--- src/prg_pkg.sv ---
// prg_pkg: shared types, register codes and sizing constants for point_roi_gate
// no dependencies; imported by every module of the block
`default_nettype none

package prg_pkg;

  // frame length limit (index wraps, kept count saturates)
  localparam int unsigned MAX_POINTS = 1048576;
  localparam int unsigned IDX_W      = $clog2(MAX_POINTS);
  localparam int unsigned KEPT_CAP   = (MAX_POINTS < 32'h1FFFFF) ? MAX_POINTS : 32'h1FFFFF;

  // configuration register indexes
  localparam logic [2:0] REG_FILTER_EN = 3'd0;
  localparam logic [2:0] REG_ELEV_EN   = 3'd1;
  localparam logic [2:0] REG_MIN_H     = 3'd2;
  localparam logic [2:0] REG_MAX_H     = 3'd3;
  localparam logic [2:0] REG_XY_MAX    = 3'd4;
  localparam logic [2:0] REG_XY_MIN    = 3'd5;
  localparam logic [2:0] REG_SIN_ELEV  = 3'd6;

  localparam int unsigned CFG_DATA_W = 20;

  typedef struct packed {
    logic signed [19:0] x_mm;
    logic signed [19:0] y_mm;
    logic signed [19:0] z_mm;
    logic               frame_last;
  } in_item_t;

  typedef struct packed {
    logic [19:0] point_index;
    logic        keep;
    logic        result_last;
    logic [20:0] kept_total;
  } out_item_t;

  // settings as seen by the datapath
  typedef struct packed {
    logic               filter_en;
    logic               elev_en;
    logic signed [19:0] min_h;
    logic signed [19:0] max_h;
    logic [37:0]        xy_max_sq;
    logic [37:0]        xy_lo_sq;
    logic [30:0]        sin_sq;
    logic               sin_pos;
  } cfg_t;

  // controller to datapath
  typedef struct packed {
    logic ld_in;
    logic ld_out;
  } dp_cmd_t;

endpackage

`default_nettype wire

--- src/prg_cfg.sv ---
// prg_cfg: configuration register file and the squared thresholds derived from it
// depends on prg_pkg
`default_nettype none

module prg_cfg
  import prg_pkg::*;
(
  input  wire logic                  clk,
  input  wire logic                  rst_n,
  input  wire logic                  wr_en,
  input  wire logic [2:0]            wr_index,
  input  wire logic [CFG_DATA_W-1:0] wr_data,
  output cfg_t                       cfg
);

  logic               filter_en_r;
  logic               elev_en_r;
  logic signed [19:0] min_h_r;
  logic signed [19:0] max_h_r;
  logic [18:0]        xy_max_r;
  logic [18:0]        xy_min_r;
  logic signed [15:0] sin_r;
  logic [37:0]        xy_max_sq_r;
  logic [37:0]        xy_lo_sq_r;
  logic [30:0]        sin_sq_r;
  logic signed [31:0] sin_prod;

  always_ff @(posedge clk) begin
    if (!rst_n) begin
      filter_en_r <= 1'b1;
      elev_en_r   <= 1'b1;
      min_h_r     <= -20'sd1000;
      max_h_r     <= 20'sd2600;
      xy_max_r    <= 19'd17000;
      xy_min_r    <= 19'd0;
      sin_r       <= -16'sd12803;
    end else if (wr_en) begin
      unique case (wr_index)
        REG_FILTER_EN: filter_en_r <= wr_data[0];
        REG_ELEV_EN:   elev_en_r   <= wr_data[0];
        REG_MIN_H:     min_h_r     <= $signed(wr_data[19:0]);
        REG_MAX_H:     max_h_r     <= $signed(wr_data[19:0]);
        REG_XY_MAX:    xy_max_r    <= wr_data[18:0];
        REG_XY_MIN:    xy_min_r    <= wr_data[18:0];
        REG_SIN_ELEV:  sin_r       <= $signed(wr_data[15:0]);
        default: ;
      endcase
    end
  end

  assign sin_prod = 32'(sin_r) * 32'(sin_r);

  // squares follow the registers in the next cycle
  always_ff @(posedge clk) begin
    xy_max_sq_r <= 38'(xy_max_r) * 38'(xy_max_r);
    xy_lo_sq_r  <= 38'(xy_min_r) * 38'(xy_min_r);
    sin_sq_r    <= sin_prod[30:0];
  end

  assign cfg.filter_en = filter_en_r;
  assign cfg.elev_en   = elev_en_r;
  assign cfg.min_h     = min_h_r;
  assign cfg.max_h     = max_h_r;
  assign cfg.xy_max_sq = xy_max_sq_r;
  assign cfg.xy_lo_sq  = xy_lo_sq_r;
  assign cfg.sin_sq    = sin_sq_r;
  assign cfg.sin_pos   = (sin_r > 16'sd0);

endmodule

`default_nettype wire

--- config.mk ---
export PLATFORM = sky130hd
export DESIGN_NAME = prg_cfg
export DESIGN_NICKNAME = d
export VERILOG_FILES = /design/src/prg_pkg.sv /design/src/prg_cfg.sv
export SDC_FILE = /design/constraint.sdc
export NUM_CORES = 2
export LEC_CHECK = 0
export ABC_AREA = 1
export BUFFER_PORTS_ARGS = -buffer_cell sky130_fd_sc_hd__buf_4
export CORE_MARGIN = 5
export CORE_UTILIZATION = 60
export DETAILED_ROUTE_END_ITERATION = 6
export GPL_TIMING_DRIVEN = 0
export PLACE_DENSITY = 0.78
export SKIP_CTS_REPAIR_TIMING = 1
export SYNTH_ARGS = -nofsm -noshare
export SYNTH_HDL_FRONTEND = slang
export SYNTH_SLANG_ARGS = --single-unit
export TNS_END_PERCENT = 20
--- constraint.sdc ---
create_clock -name clk -period 6.2 [get_ports clk]
set_clock_uncertainty 0.15 [all_clocks]
set_input_delay 0.93 -clock clk [delete_from_list [all_inputs] [get_ports clk]]
set_output_delay 0.93 -clock clk [all_outputs]
set_load 0.03 [all_outputs]
# Word-level counts from Yosys, hierarchy flattened
# Cells that the tools add are included.
[word_totals]
regBits = 203
latch_bits = 0
ramBits = 0
romBits = 0
inputBits = 26
out_inout_bits = 150
memories = 0
[op_classes]
addsub = 0
n_mul = 3
div_mod_pow = 0
order_cmp = 1
eq_ne = 6
shift = 0
muxes = 0
bitwise_logic = 0
reduce_logical = 8
[ops]
columns = ["cell", "n"]
rows = [
  ["19-bit by 19-bit multiplier with 38-bit output", 2],
  ["16-bit by 16-bit multiplier with 31-bit output", 1],
  ["16-bit by 1-bit greater-than comparator with 1-bit output (second input constant)", 1],
  ["2-bit AND reduction", 7],
  ["3-bit == test (second input constant)", 3],
  ["3-bit by 2-bit == test with 1-bit output (second input constant)", 2],
  ["3-bit by 1-bit == test with 1-bit output (second input constant)", 1],
  ["3-bit zero test", 1],
]

# Depth between registers and ports, before layout
[logic_depth]
ltp_word = 2
ltp_mapped = 28
depth_no_buf = 26

# Worst setup path after synthesis
# No wires, ideal clock.
[synth_timing]
kind = "flip-flop to flip-flop"
from = "reg xy_min_r[14]"
to = "reg xy_lo_sq_r[36]"
arrival_ns = 5.375
t_required_ns = 5.938
setup_slack_ns = 0.563
path_stages_with_launch = 25
path_buffers = 2
period_less_slack_ns = 5.637
path_cell_list = "dfxtp_1 -> clkbuf_1 -> clkbuf_1 -> nand2_1 -> fa_1 -> inv_1 -> fa_1 -> inv_1 -> fa_1 -> inv_1 -> fa_1 -> fa_1 -> inv_1 -> fa_1 -> inv_1 -> ha_1 -> nand2_1 -> nand2_1 -> a21oi_1 -> a21boi_0 -> nand2_2 -> nand2_1 -> nand2_1 -> nand2_1 -> nand2_1"
[synth_via]
elab_chain_len = 1
[synth_rtl]
columns = ["element", "line_no", "source"]
rows = [
  ["from (decl)", "prg_cfg.sv:21", "logic [18:0] xy_min_r;"],
  ["from (signal assigned)", "prg_cfg.sv:44", "REG_XY_MIN: xy_min_r <= wr_data[18:0];"],
  ["19-bit by 19-bit multiplier with 38-bit output", "prg_cfg.sv:56", "xy_lo_sq_r <= 38'(xy_min_r) * 38'(xy_min_r);"],
  ["to (signal assigned)", "prg_cfg.sv:56", ""],
  ["to (decl)", "prg_cfg.sv:24", "logic [37:0] xy_lo_sq_r;"],
]
# Every way passes these cells.
# A chain may end at the register's enable or synchronous reset.

# Final worst setup path
[layout_timing]
from = "reg sin_r[15]"
to = "reg sin_sq_r[30]"
[layout_via]
elab_chain_len = 1
[layout_rtl]
columns = ["element", "line_no", "source"]
rows = [
  ["from (decl)", "prg_cfg.sv:22", "logic signed [15:0] sin_r;"],
  ["from (signal assigned)", "prg_cfg.sv:36", "sin_r <= -16'sd12803;"],
  ["from (signal assigned)", "prg_cfg.sv:45", "REG_SIN_ELEV: sin_r <= $signed(wr_data[15:0]);"],
  ["16-bit by 16-bit multiplier with 31-bit output", "prg_cfg.sv:51", "assign sin_prod = 32'(sin_r) * 32'(sin_r);"],
  ["named net sin_prod[30]", "prg_cfg.sv:26", "logic signed [31:0] sin_prod;"],
  ["to (signal assigned)", "prg_cfg.sv:57", "sin_sq_r <= sin_prod[30:0];"],
  ["to (decl)", "prg_cfg.sv:25", "logic [30:0] sin_sq_r;"],
]
# The timed path passes the listed nets, and every way through them passes these cells.

==> out/metrics.csv <==
metric,value,unit
gr usage total,30.8,%
DIE AREA,66500,sq um
Final period util,97.6,%
Mapped Avg Cell Area,7.93,sq um
CP Capture Point,sin_sq_r[30],
Max Transition Viols Final,0,
CP cell instances,clkbuf_4 -> nand2_1 -> inv_1 -> fa_1 -> fa_2 -> inv_1 -> fa_1 -> fa_1 -> fa_1 -> fa_1 -> inv_1 -> ha_1 -> a21oi_2 -> o21ai_0 -> a21oi_1 -> nand3_1 -> nand2_1 -> nand2_1,
Synth cell types,41,
synth warn,0,
reg2reg end,sin_sq_r[30],
Critical Path AT,6310,ps
Fillers,5211,
post-placement cell count,5604,
Die W,258,um
CP endpoint kind,flip-flop,
Final Instance Count excl. Fillers,5621,
Clock transition at path regs,90,ps
first-pass GRT wire length,160,mm
routed vias/inst,5.19,
fmax,165,MHz
Critical Path Source Type,flip-flop,
grt total ovfl,0,
Critical Path Start,sin_r[15],
Iter 0 DRT Violations,2056,
Port-buffer cells,171,
Worst Path Buf+Inv,4,
r2r worst-path depth,18,
# Max-Cap Violations,0,
Crit Path Max Fanout,10,
Starting Density,60.9,%
nets,5908,
CTS tree,done,
CP peak stage delay,660,ps
clk_lat worst skew,510,ps
Final WS setup,147,ps
H-tree depth,4,
Final Hold Viols,0,
Root Driver,clkbuf_16,
total CTS buffers,17,
Avg WL per Cell,17.7,um
endpoints failing setup,0,
Worst Path Required,6460,ps
first-pass iteration count of the detailed router,6,
Cell Rows,90,
Die Ht,258,um
routed wire length,99.4,mm
slowest CP cell,fa_2,
worst-case clock buffer depth,2,
vias,29200,
R2R setup slack,150,ps
Crit path max-delay family,adder cells,
largest net degree at the start of global routing,21,
worst rel slew slack,37.0,%
layout cell share with drive strength beyond 1,8.75,%
io pins,176,
area of the multi-input gates,27100,sq um
final RePlAce weighted congestion,0.989,
pre-CTS setup slack,-706,ps
sequential area share after synthesis,10.9,%
drc violations,0,
Hold Crit Class,reg -> reg,
vias in the first global route,30600,
outcome,"complete, no violations",
Register Area,4040,sq um
#FFs+latches synth,200,
total clock sinks,200,
Worst-Margin Slew,944,ps
kind of critical path,reg -> reg,
peak supply drop,0.00179,V
Final ANT Viol Nets,0,
initial antenna violation count,2,
Core Area,60600,sq um
Detail Placement HPWL,84.9,mm
cell count along the critical path,18,
area grow syn2layout,8.57,%
min Tclk post-route,6050,ps
power density over the cells,522,nW/um^2
leakage power,24.3,nW
cell mode on critical path,fa_1,
Crit Reg-Reg Startpoint,sin_r[15],
post-synthesis instance area,36900,sq um
Mapped Cells,4649,
synth_stat cells:
library cell | n | area [sq um]
a21boi_0 | 4 | 30.0
a21o_1 | 14 | 105
a21oi_1 | 114 | 571
a21oi_2 | 4 | 35.0
a31oi_1 | 1 | 6.26
a41oi_1 | 1 | 8.76
and2_1 | 2 | 12.5
and3_1 | 3 | 18.8
buf_1 | 24 | 90.1
buf_2 | 9 | 45.0
buf_4 | 5 | 37.5
clkbuf_1 | 103 | 387
clkinv_1 | 1 | 3.75
conb_1 | 1 | 3.75
dfxtp_1 | 200 | 4000
fa_1 | 729 | 14600
ha_1 | 329 | 4120
inv_1 | 1403 | 5270
inv_2 | 15 | 56.3
nand2_1 | 1017 | 3820
nand2_2 | 30 | 188
nand3_1 | 109 | 546
nand3_2 | 4 | 40.0
nand3b_1 | 5 | 37.5
nand4_1 | 17 | 106
nor2_1 | 231 | 867
nor2_2 | 12 | 75.1
nor2_4 | 5 | 56.3
nor3_1 | 8 | 40.0
nor3_2 | 7 | 70.1
nor4_1 | 9 | 56.3
nor4_2 | 1 | 12.5
o211ai_1 | 14 | 105
o21a_1 | 1 | 7.51
o21ai_0 | 100 | 500
o21ai_1 | 5 | 25.0
o21bai_1 | 17 | 128
or2_1 | 1 | 6.26
or2_2 | 6 | 37.5
xnor2_1 | 18 | 158
xor2_1 | 70 | 613
worst min-delay path by stage:
stage                 from            end  slack [ps]  cells past startpoint
2_1_floorplan     sin_r[0]    sin_sq_r[0]         180                      0
3_3_place_gp   xy_min_r[0]  xy_lo_sq_r[0]         260                      0
3_5_place_dp   xy_min_r[0]  xy_lo_sq_r[0]         260                      0
4_1_cts        xy_min_r[0]  xy_lo_sq_r[0]         260                      0
5_1_grt        xy_min_r[0]  xy_lo_sq_r[0]         280                      0
6_report       xy_min_r[0]  xy_lo_sq_r[0]         280                      0
cell families after synthesis:
group	Yosys count	share of synthesized area, %
other	1	0.0102
DFF	200	10.9
buffers and inverters	1560	16.0
xor gates and xnor gates	88	2.09
AOI/OAI and AO/OA	275	4.13
and+or+nand+nor	1467	16.2
adders and majority gates	1058	50.7
area by class of cell:
cell class	count	share of cell area (%)
Inverter	1419	13.3
Sequential cell	200	10.1
Tap cell	782	2.44
Clock inverter	14	0.369
Clock buffer	18	1.07
Multi-Input combinational cell	2891	67.6
Antenna cell	2	0.0125
Timing Repair Buffer	175	3.28
Buffer	120	1.86
layout by cell type (no fill, tap or decap), types with 100 or more instances in the layout:
master      n
inv_1    1403
a21oi_1   106
fa_1      728
nor2_1    226
dfxtp_1   176
buf_4     194
o21ai_0   100
nand2_1  1017
ha_1      327
nand3_1   109
metrics by stage:
stage / hold slack, ps / util (%) / TNS (ps) / total power [W] / instance area, sq um
after floorplan: 179 / - / 0 / 0.0143 / 36900
after global placement: 259 / 64.6 / -21750 / 0.0191 / 39200
after detailed placement: 256 / 64.6 / -25020 / 0.0192 / 39200
after CTS: 262 / 65.6 / -27030 / 0.0206 / 39700
after global routing: 282 / 66.1 / -22.5 / 0.0231 / 40000
final: 284 / 66.1 / 0 / 0.0209 / 40000
metal layers:
| metal | GRT usage, % | vias to the layer above | wire, um |
|---|---|---|---|
| li1 | - | 13700 | - |
| met1 | 39.9 | 14100 | 38600 |
| met2 | 49.3 | 1230 | 46000 |
| met3 | 8.88 | 218 | 10500 |
| met4 | 12.3 | 0 | 4290 |
| met5 | 0 | - | 0 |
registers in the layout, indices dropped and copies added, names as in the netlist, 16 cells and up:
signal and cells:
xy_lo_sq_r 37, sin_sq_r 30, max_h_r 20, xy_min_r 19
xy_max_sq_r 37, sin_r 16, min_h_r 20, xy_max_r 19
where the power goes:
part | switching, W | internal (W) | total [W] | leakage, nW
Clock | 0.000634 | 0.000538 | 0.00117 | 0.277
Sequential | 0.0000901 | 0.00171 | 0.00180 | 1.65
Combinational | 0.0116 | 0.00636 | 0.0179 | 22.4
(Power assumes the default switching activity.)
