$ cat src/prg_pkg.sv
// prg_pkg: shared types, register codes and sizing constants for point_roi_gate
// no dependencies; imported by every module of the block
`default_nettype none

package prg_pkg;

  // frame length limit (index wraps, kept count saturates)
  localparam int unsigned MAX_POINTS = 1048576;
  localparam int unsigned IDX_W      = $clog2(MAX_POINTS);
  localparam int unsigned KEPT_CAP   = (MAX_POINTS < 32'h1FFFFF) ? MAX_POINTS : 32'h1FFFFF;

  // configuration register indexes
  localparam logic [2:0] REG_FILTER_EN = 3'd0;
  localparam logic [2:0] REG_ELEV_EN   = 3'd1;
  localparam logic [2:0] REG_MIN_H     = 3'd2;
  localparam logic [2:0] REG_MAX_H     = 3'd3;
  localparam logic [2:0] REG_XY_MAX    = 3'd4;
  localparam logic [2:0] REG_XY_MIN    = 3'd5;
  localparam logic [2:0] REG_SIN_ELEV  = 3'd6;

  localparam int unsigned CFG_DATA_W = 20;

  typedef struct packed {
    logic signed [19:0] x_mm;
    logic signed [19:0] y_mm;
    logic signed [19:0] z_mm;
    logic               frame_last;
  } in_item_t;

  typedef struct packed {
    logic [19:0] point_index;
    logic        keep;
    logic        result_last;
    logic [20:0] kept_total;
  } out_item_t;

  // settings as seen by the datapath
  typedef struct packed {
    logic               filter_en;
    logic               elev_en;
    logic signed [19:0] min_h;
    logic signed [19:0] max_h;
    logic [37:0]        xy_max_sq;
    logic [37:0]        xy_lo_sq;
    logic [30:0]        sin_sq;
    logic               sin_pos;
  } cfg_t;

  // controller to datapath
  typedef struct packed {
    logic ld_in;
    logic ld_out;
  } dp_cmd_t;

endpackage

`default_nettype wire

$ cat src/prg_ctrl.sv
// prg_ctrl: sequencing state machine and output handshake for point_roi_gate
// depends on prg_pkg
`default_nettype none

module prg_ctrl
  import prg_pkg::*;
(
  input  wire logic clk,
  input  wire logic rst_n,
  input  wire logic in_valid,
  output logic      in_stall,
  output logic      out_valid,
  input  wire logic out_stall,
  output dp_cmd_t   cmd
);

  localparam logic [1:0] ST_IDLE = 2'd0;
  localparam logic [1:0] ST_SUM  = 2'd1;
  localparam logic [1:0] ST_MUL  = 2'd2;
  localparam logic [1:0] ST_DEC  = 2'd3;

  logic [1:0] state_r, state_nxt;
  logic       out_valid_r, out_valid_nxt;
  logic       out_free;

  assign out_free   = !out_valid_r || !out_stall;
  assign in_stall   = (state_r != ST_IDLE);
  assign out_valid  = out_valid_r;
  assign cmd.ld_in  = (state_r == ST_IDLE) && in_valid;
  assign cmd.ld_out = (state_r == ST_DEC) && out_free;

  always_comb begin
    state_nxt     = state_r;
    out_valid_nxt = out_valid_r;
    if (out_valid_r && !out_stall) begin
      out_valid_nxt = 1'b0;
    end
    unique case (state_r)
      ST_IDLE: if (in_valid) state_nxt = ST_SUM;
      ST_SUM:  state_nxt = ST_MUL;
      ST_MUL:  state_nxt = ST_DEC;
      ST_DEC: begin
        if (out_free) begin
          state_nxt     = ST_IDLE;
          out_valid_nxt = 1'b1;
        end
      end
      default: state_nxt = ST_IDLE;
    endcase
  end

  always_ff @(posedge clk) begin
    if (!rst_n) begin
      state_r     <= ST_IDLE;
      out_valid_r <= 1'b0;
    end else begin
      state_r     <= state_nxt;
      out_valid_r <= out_valid_nxt;
    end
  end

endmodule

`default_nettype wire

$ cat config.mk
export PLATFORM = sky130hd
export DESIGN_NAME = prg_ctrl
export DESIGN_NICKNAME = d
export VERILOG_FILES = /design/src/prg_pkg.sv /design/src/prg_ctrl.sv
export SDC_FILE = /design/constraint.sdc
export NUM_CORES = 1
export LEC_CHECK = 0
export ABC_AREA = 1
export ABC_CLOCK_PERIOD_IN_PS = 1500
export BUFFER_PORTS_ARGS = -buffer_cell sky130_fd_sc_hd__buf_4
export CORE_AREA = 4 4 41 43
export DETAILED_ROUTE_END_ITERATION = 10
export DIE_AREA = 0 0 45 47
export SLEW_MARGIN = 20
export SYNTH_ARGS = -nofsm -noshare
export SYNTH_HDL_FRONTEND = slang
export SYNTH_SLANG_ARGS = --single-unit
export TNS_END_PERCENT = 50
$ cat constraint.sdc
create_clock -name clk -period 1.5 [get_ports clk]
set_input_delay 0.375 -clock clk [delete_from_list [all_inputs] [get_ports clk]]
set_output_delay 0.375 -clock clk [all_outputs]
set_load 0.01 [all_outputs]
* Word level (Yosys, flattened, before mapping) *
Index checks and enable logic that the tools add are counted.

cells by class
  multiplexer cells = 6
  equal/unequal tests = 5
  reduce and logical (&&, ||, !) cells = 9

operator list
  operator            count
  $pmux 2 s4          1
  $eq 2x2->1 const B  2
  $mux 2              2
  $ne 2x2->1 const B  2
  $logic_and 1x1->1   3
  $mux 1              3
  $eq 2x1->1 const B  1
  $logic_not 1->1     2
  $logic_not 2->1     1
  $reduce_and 2->1    1
  $reduce_bool 2->1   1
  $logic_or 1x1->1    1

storage, ports and cells
  input port bits = 4
  flip-flop bits (word level) = 3
  output and inout port bits = 4

* Depth between registers and ports, before layout *
Gate-level depths: netlist of run 1.

  depth after elaboration = 5
  depth in mapped cells = 6

* Least setup slack after synthesis of run 1 *
No wires, ideal clock.

  kind = flip-flop to output port
  start = reg state_r[1]
  end = out cmd[0] (netlist bit)
  buffers on the path = 0
  slack = 0.350 ns
  cell stages (with the launch flop) = 4
  arrival time = 0.775 ns
  cells stage by stage = dfxtp_1 ha_1 inv_1 a21oi_1

RTL lines
  what                      line            RTL
  start: declaration        prg_ctrl.sv:22  logic [1:0] state_r, state_nxt;
  start signal: assignment  prg_ctrl.sv:57  state_r <= state_nxt;
  end: declaration          prg_ctrl.sv:14  output dp_cmd_t cmd

==> run_results.csv, run 1 <==
group,metric,value,unit
run_status,status,"finished, final reports clean",
timing,rsz0062_at_grt,"true",
die,ioPinCount,8,
clock_tree,h-tree-depth,1,
pwr,p_leak,0.168,nW
pwr,power_density,1830,nW/um2
job,max_cap_violations,0,
critical_path,r2r-start,"state_r[0]",
clock_tree,clockBufferDepth,2,
logic_synthesis,ys_seq_elements,3,
finish,layout.nets,49,
die,start_util,16.3,%
die,dieArea,2120,um2
placed_design,gp_congestion,0.596,
route,ant_nets,0,
logic_synthesis,synth_warnings,0,
critical_path,endpoint,"cmd[0]",
critical_path,r2r-end,"state_r[0]",
die,die_w,45,um
logic_synthesis,synth-edff-count,0,
logic_synthesis,synth_top_area_share,28.4,%
critical_path,crit_fanout,4,
logic_synthesis,synth.area.top_cells,"dfxtp_1 (28%), ha_1 (24%), inv_1 (12%)",
timing,finalSetupViolations,0,
pwr,clockPowerShare,23.1,%
timing,final.setup.worst_slack,0.0665,ns
logic_synthesis,synth_cells,29,
finish,drive_above_1_share,37.5,%
placed_design,dpl_worst_slack,0.225,ns
logic_synthesis,yosys-top-cells-count,"inv_1 (7), ha_1 (4), nand2_1 (4)",
timing,hold_ws,0.393,ns
die,core,1300,um2
critical_path,required,1.12,ns
finish,instances_no_fill,55,
route,drc,0,
logic_synthesis,syn_avg_cell_area,7.29,um2
timing,tightest_slew,0.144,ns
clock_tree,clkTransAtPathRegs,0.04,ns
route,viasPerCell,3.67,
critical_path,regToRegSetupSlack,0.48,ns
clock_tree,cts_hold_buf,0,
route,dr.pass1.iters,2,
finish,antennaDiodeCount,0,
critical_path,arrival,1.06,ns
route,drt_iter0_drc,4,
placed_design,dp_cells,51,
die,rows,13,
timing,finalMaxSlewViolations,0,
global_route,grt_usage,5.13,%
clock_tree,clock-sinks,3,
route,vias,202,
critical_path,startpoint_type,"flop",
finish,syn_to_final_growth,53.3,%
die,die_h,47,um
clock_tree,numCtsBuffers,3,
timing,period_share,95.6,%
critical_path,critPathKind,"flop to output pin",
critical_path,cp-end-kind,"output pin",
global_route,grt_overflow,0,
global_route,grt_max_degree,5,
logic_synthesis,synth_top_area_cell,"dfxtp_1",
pwr,ir_worst_vdd,0.000381,V
global_route,antenna_found_initial,0,
route,routed_wl,403,um
placed_design,io_buffers,7,
clock_tree,cts-root-buf,"clkbuf_4",
logic_synthesis,synth_ff_type,"dfxtp_1",
clock_tree,clk_latency,0.23,ns
pwr,seqPwrFrac,24.2,%
critical_path,cp-startpoint,"state_r[1]",
clock_tree,postCtsSetupBuffers,0,
logic_synthesis,syn_area,211,um2
pwr,p_int,0.000368,W
timing,skew,0.00162,ns
timing,finalHoldViolCount,0,
clock_tree,cts_tree,"built",
global_route,grt_pass1_wl,738,um
pwr,netSwitchingFraction,37.9,%
logic_synthesis,async_reset_ff_share,0,%
logic_synthesis,synth.yosys.seq_area_share,28.4,%
timing,slew_headroom,90.3,%
timing,fmax,698,MHz
logic_synthesis,synth.most_common_cell,"inv_1",
logic_synthesis,synth_nets,37,
critical_path,reg2reg_depth,6,
logic_synthesis,ys_types,10,
pwr,power.switching,0.000225,W
route,wire_per_inst,7.33,um
timing,min_period,1.43,ns
worst_hold_path,min_path_type,"input port to flop",
pwr,power.combinational.fraction,52.7,%
global_route,first_global_vias,201,
[timing repair]
item                                    in CTS  in global routing
hold endpoints to repair                     0                  0
endpoints found under the setup margin       1                  2
pin swaps                                    0                  1
gates resized for setup                      2                  2
[through the flow]
| step | utilization, % | power (W) | instance area, um2 | TNS, ns |
|---|---|---|---|---|
| 3_3_place_gp | 21.7 | 0.000408 | 283 | 0 |
| 2_1_floorplan | - | 0.000319 | 211 | 0 |
| 4_1_cts | 24.0 | 0.000577 | 313 | 0 |
| 3_5_place_dp | 21.7 | 0.000425 | 283 | 0 |
| 6_report | 24.9 | 0.000593 | 324 | 0 |
| 5_1_grt | 24.9 | 0.000674 | 324 | -0.0146 |
[layer usage]
layer | track usage (%) | vias to the layer above | routed length (um)
met2 | 7.91 | 4 | 208
met1 | 4.98 | 87 | 158
met3 | 3.45 | 0 | 36
met5 | 0 | - | 0
met4 | 3.51 | 0 | 0
li1 | - | 111 | -
[layout by cell type, fill, tap and decap left out, drive strengths merged]
master and n:
a21boi 1, buf 7, nand3 3, dfxtp 3, nor2 3, clkbuf 4, ha 4, a21oi 3
inv 7, nand2 5
[sequential cells by signal, summed over array words and instances (netlist names)]
name       cells
out_valid      1
state_r        2
[layout make-up]
class | count | area, um2
repair buffers | 7 | 52.6
fillers | 158 | 977
clock buffers | 4 | 26.3
multi-input cells | 19 | 138
inverters | 7 | 26.3
well taps | 15 | 18.8
flip-flops and latches | 3 | 62.6
[critical path, cell delays in order, from the launching register on]
cell,delay (ns)
dfxtp_2,0.35
ha_1,0.18
inv_1,0.06
a21oi_1,0.11
buf_4,0.13
[power groups by stage]
stage / Clock, W / Combinational, W / Sequential [W]
3_3_place_gp: 0 / 0.000270 / 0.000138
6_report: 0.000137 / 0.000313 / 0.000143
5_1_grt: 0.000151 / 0.000374 / 0.000150
4_1_cts: 0.000142 / 0.000294 / 0.000141
3_5_place_dp: 0 / 0.000286 / 0.000140
2_1_floorplan: 0 / 0.000185 / 0.000134
[how the worst min path moves through the flow]
stage	start	to	depth (start not counted)
floorplan	state_r[0]	state_r[0]	2
global placement	out_valid	out_valid	2
detailed placement	state_r[0]	state_r[0]	2
CTS	rst_n	state_r[0]	3
global route	rst_n	state_r[0]	3
finish	rst_n	state_r[0]	3
[cells by family (layout without fill, tap and decap cells)]
| group | Yosys count | count (layout) | synth area share (%) |
|---|---|---|---|
| and+or+nand+nor | 11 | 11 | 24.9 |
| DFF | 3 | 3 | 28.4 |
| AOI/OAI and AO/OA | 4 | 4 | 10.7 |
| adders and majority gates | 4 | 4 | 23.7 |
| buffers and inverters | 7 | 18 | 12.4 |
Power figures use the tool's default switching activity.
==> run 2, diff against run 1 <==
--- a/config.mk
+++ b/config.mk
@@ -12,4 +12,5 @@
 export DETAILED_ROUTE_END_ITERATION = 10
 export DIE_AREA = 0 0 45 47
+export PLACE_DENSITY = 0.43
 export SLEW_MARGIN = 20
 export SYNTH_ARGS = -nofsm -noshare
==> constraint.sdc (replaced) <==
create_clock -name clk -period 1.5 [get_ports clk]
set_input_delay 0.15 -clock clk [delete_from_list [all_inputs] [get_ports clk]]
set_output_delay 0.15 -clock clk [all_outputs]
set_load 0.01 [all_outputs]
==> run 2 against run 1 <==
- worst hold slack worse by 0.22 ns
- routed wire length is 7.4% lower
- cell area is 4.6% lower
- cell count stayed put
- count of clock-buffer cells in the layout stayed put
- total power is 7.9% lower
==> run_results.csv, run 2 (synthesis gave the netlist of run 1 again) <==
group,metric,value,unit
critical_path,crit_fanout,3,
global_route,grt_pass1_wl,627,um
critical_path,required,1.35,ns
placed_design,gp_congestion,0.607,
die,core,1300,um2
die,dieArea,2120,um2
finish,largest_reg_flops,2,
route,vias,188,
clock_tree,clockBufferDepth,2,
global_route,first_global_vias,173,
finish,instances_no_fill,55,
timing,tightest_slew,0.154,ns
route,routed_wl,373,um
clock_tree,ctsResizeCount,0,
clock_tree,clkTransAtPathRegs,0.03,ns
critical_path,critPathKind,"flop to output pin",
clock_tree,clk_latency,0.23,ns
timing,min_period,1.27,ns
pwr,ir_worst_vdd,0.000551,V
finish,seq_area,60.1,um2
route,drt_iter0_drc,1,
timing,setup_tns,0,ns
timing,period_share,84.7,%
timing,fmax,787,MHz
clock_tree,postCtsSetupBuffers,0,
clock_tree,h-tree-depth,1,
clock_tree,cts_tree,"built",
die,rows,13,
clock_tree,numCtsBuffers,3,
placed_design,dp_hpwl,317,um
clock_tree,clock-sinks,3,
pwr,power_density,1770,nW/um2
timing,skew,0.00113,ns
die,die_h,47,um
finish,fin_util,23.8,%
finish,regMostFlops,"state_r",
finish,multi_input_area,125,um2
route,viasPerCell,3.42,
critical_path,arrival,1.12,ns
placed_design,dp_cells,51,
route,dr.pass1.iters,2,
die,start_util,16.3,%
die,ioPinCount,8,
timing,finalMaxSlewViolations,0,
route,ant_nets,0,
timing,finalHoldViolCount,0,
global_route,grt_usage,4.81,%
timing,hold_ws,0.173,ns
die,die_w,45,um
finish,nFillCells,155,
finish,antennaDiodeCount,0,
global_route,grt_overflow,0,
finish,drive_above_1_share,30.0,%
timing,finalSetupViolations,0,
run_status,status,"finished, final reports clean",
clock_tree,cts-root-buf,"clkbuf_4",
global_route,grt_max_degree,5,
critical_path,cp-end-kind,"output pin",
placed_design,io_buffers,7,
job,max_cap_violations,0,
global_route,antenna_found_initial,0,
critical_path,startpoint_type,"flop",
timing,rsz0062_at_grt,"false",
pwr,p_leak,0.167,nW
finish,layout.nets,49,
worst_hold_path,min_path_type,"input port to flop",
finish,final_cell_mix,"inv_1 (7), buf_4 (7), nand2_1 (4), ha_1 (4)",
finish,syn_to_final_growth,46.2,%
route,wire_per_inst,6.78,um
route,drc,0,
timing,slew_headroom,89.6,%
clock_tree,cts_hold_buf,0,
[run 2: per-layer routing]
| metal | track usage, % | part of all wire, % | vias to the layer above |
|---|---|---|---|
| li1 | - | - | 110 |
| met5 | 0 | 0 | - |
| met2 | 5.65 | 46 | 4 |
| met4 | 7.02 | 0 | 0 |
| met3 | 3.45 | 9.4 | 0 |
| met1 | 4.52 | 44 | 74 |
[run 2: critical path, cell delays in order (launching register included)]
cell,delay (ns)
dfxtp_1,0.34
inv_1,0.09
ha_1,0.23
nand2_1,0.06
inv_1,0.03
buf_4,0.13
[run 2: layout make-up]
type	count	area share [%]
sequential	3	19.4
clock buffer	4	8.50
tap	15	6.07
timing repair buffer	7	17.0
multi-input combinational	19	40.5
inverter	7	8.50
[run 2: metrics by stage]
step                      power, W  area, um2  worst slack, ns
after global routing      0.000616        309            0.112
after CTS                 0.000558        309            0.213
final                     0.000547        309            0.229
after global placement    0.000420        283            0.431
after detailed placement  0.000413        283            0.444
after floorplan           0.000319        211            0.521
[run 2: path summary, 6_finish.rpt]
path              slack [ns]    endpoint  startpoint  cells after the start
setup / recovery        0.23      cmd[1]  state_r[0]                      5
hold / removal          0.17  state_r[1]       rst_n                      3
setup reg to reg        0.44  state_r[1]  state_r[0]                      6
hold reg to reg         0.52   out_valid   out_valid                      2
[run 2: report_power, final]
part	switching, W	internal [W]
Clock	0.0000380	0.0000994
Sequential	0.0000259	0.000110
Combinational	0.000143	0.000130
==> run 3, diff against run 2 <==
- ABC_CLOCK_PERIOD_IN_PS: 1500 -> 1150
- PLACE_DENSITY: 0.43 -> 0.44
- clock period: 1.5 -> 1.15 ns (I/O delays scaled with it)
==> run 3 against run 2 <==
- worst setup slack got worse by 0.19 ns
- critical endpoint unchanged
- first-iteration DRC count increased to 3.0 times the previous value
- utilization increased by 4.8 points
- largest power group unchanged
- clock power increased by 29%
- count of clock-buffer cells in the layout unchanged
==> run_results.csv, run 3 (synthesis gave the netlist of run 1 again) <==
group,metric,value,unit
finish,seq_area,67.6,um2
critical_path,crit_path_cell_trace,"inv_4, ha_4, nand2_2, inv_2, buf_6",
route,wire_per_inst,7.68,um
placed_design,placed_cell_area,283,um2
critical_path,startpoint_type,"flop",
worst_hold_path,min_path_type,"input port to flop",
finish,design_area,372,um2
route,routed-wl-met2,237,um
critical_path,cp-startpoint,"state_r[0]",
run_status,status,"finished, final reports clean",
route,drc,0,
placed_design,dp_hpwl,326,um
route,top_layer_used,"met3",
finish,layout.nets,51,
clock_tree,clock-sinks,3,
die,dieArea,2120,um2
route,met1Wirelength,165,um
timing,finalHoldViolCount,0,
die,die_h,47,um
global_route,grt_max_degree,5,
route,ant_nets,0,
finish,syn_to_final_growth,75.7,%
critical_path,cp-end-kind,"output pin",
critical_path,r2r-end,"state_r[1]",
route,dr.pass1.iters,4,
global_route,antenna_found_initial,0,
timing,min_period,1.12,ns
die,die_w,45,um
route,drt_iter0_drc,3,
finish,antennaDiodeCount,0,
pwr,ir_worst_vdd,0.000479,V
finish,layout_commonest_cell,"buf_4",
critical_path,endpoint,"cmd[1]",
finish,drive_above_1_share,57.1,%
global_route,grt_pass1_wl,731,um
clock_tree,clk_latency,0.23,ns
critical_path,max_stage_delay,0.37,ns
timing,finalSetupViolations,0,
die,rows,13,
critical_path,reg2reg_depth,7,
finish,final_cell_mix,"buf_4 (8), inv_1 (3), nand2_1 (3), nor2_1 (3), clkbuf_4 (3)",
finish,regMostFlops,"state_r",
clock_tree,cts_tree,"built",
route,vias,217,
clock_tree,cts-root-buf,"clkbuf_4",
global_route,grt_overflow,0,
clock_tree,clockBufferDepth,2,
clock_tree,numCtsBuffers,3,
placed_design,gp_congestion,0.619,
finish,instances_no_fill,57,
timing,rsz0062_at_grt,"true",
critical_path,required,1.03,ns
clock_tree,h-tree-depth,1,
timing,slew_headroom,89.2,%
finish,nFillCells,149,
finish,multi_input_area,156,um2
critical_path,arrival,1.00,ns
critical_path,crit_fanout,3,
timing,period_share,97.0,%
route,viasPerCell,3.81,
die,core,1300,um2
route,routed_wl,438,um
die,ioPinCount,8,
critical_path,regToRegSetupSlack,0.08,ns
finish,largest_reg_flops,2,
global_route,grt_usage,5.21,%
die,start_util,16.3,%
critical_path,r2r-start,"state_r[0]",
timing,skew,0.00234,ns
timing,finalMaxSlewViolations,0,
critical_path,crit_path_top_delay_cell,"dfxtp_4",
route,wl_met3,34,um
global_route,first_global_vias,210,
pwr,p_leak,0.177,nW
critical_path,critPathKind,"flop to output pin",
pwr,power_density,2460,nW/um2
placed_design,io_buffers,7,
timing,tightest_slew,0.160,ns
job,max_cap_violations,0,
clock_tree,clkTransAtPathRegs,0.04,ns
placed_design,dp_cells,51,
timing,fmax,897,MHz
-- run 3: routing by layer --
layer,up-vias,GRT usage [%]
li1,114,-
met1,97,4.75
met2,6,7.63
met3,0,2.30
met4,0,7.02
met5,-,0
-- run 3: layout make-up --
cell class / instances / area share (%)
repair buffers: 9 / 19.2
clock buffers: 4 / 7.07
multi-input cells: 19 / 42.1
well taps: 15 / 5.05
flip-flops and latches: 3 / 18.2
inverters: 7 / 8.42
-- run 3: report_power, final --
part	leakage [nW]	switching, W	internal [W]
Sequential	0.0259	0.0000637	0.000164
Combinational	0.137	0.000239	0.000272
Clock	0.0150	0.0000475	0.000130
Total	0.177	0.000350	0.000565
-- run 3: how the worst min path moves through the flow --
stage / startpoint / end / slack [ns] / depth (start not counted)
3_5_place_dp: rst_n / state_r[1] / 0.37 / 3
5_1_grt: rst_n / state_r[1] / 0.14 / 3
4_1_cts: rst_n / state_r[0] / 0.13 / 3
3_3_place_gp: rst_n / state_r[1] / 0.36 / 3
6_report: rst_n / state_r[1] / 0.13 / 3
2_1_floorplan: rst_n / state_r[1] / 0.24 / 2
-- run 3: timing repair --
action                                  4_1_cts  5_1_grt
gates resized for setup                       6       11
hold endpoints to repair                      0        0
hold buffers                                  0        0
buffers inserted                              2        0
endpoints found under the setup margin        3        4
pin swaps                                     1        3
-- run 3: critical path, delay by kind of cell, from the launching register on --
kind / cells / cell delay [ns]
AND/OR/NAND/NOR: 1 / 0.06
buffers and inverters: 3 / 0.18
flip-flops: 1 / 0.37
adder cells (fa/ha/maj): 1 / 0.16
-- run 3: stage by stage --
step / utilization [%] / power (W) / worst slack (ns) / hold WS, ns / TNS [ns]
6_report: 28.6 / 0.000916 / 0.0347 / 0.130 / 0
5_1_grt: 28.6 / 0.00102 / -0.0166 / 0.145 / -0.0361
4_1_cts: 25.5 / 0.000810 / -0.0162 / 0.126 / -0.0162
3_5_place_dp: 21.7 / 0.000545 / 0.0900 / 0.368 / 0
3_3_place_gp: 21.7 / 0.000546 / 0.0670 / 0.355 / 0
2_1_floorplan: - / 0.000416 / 0.171 / 0.236 / 0
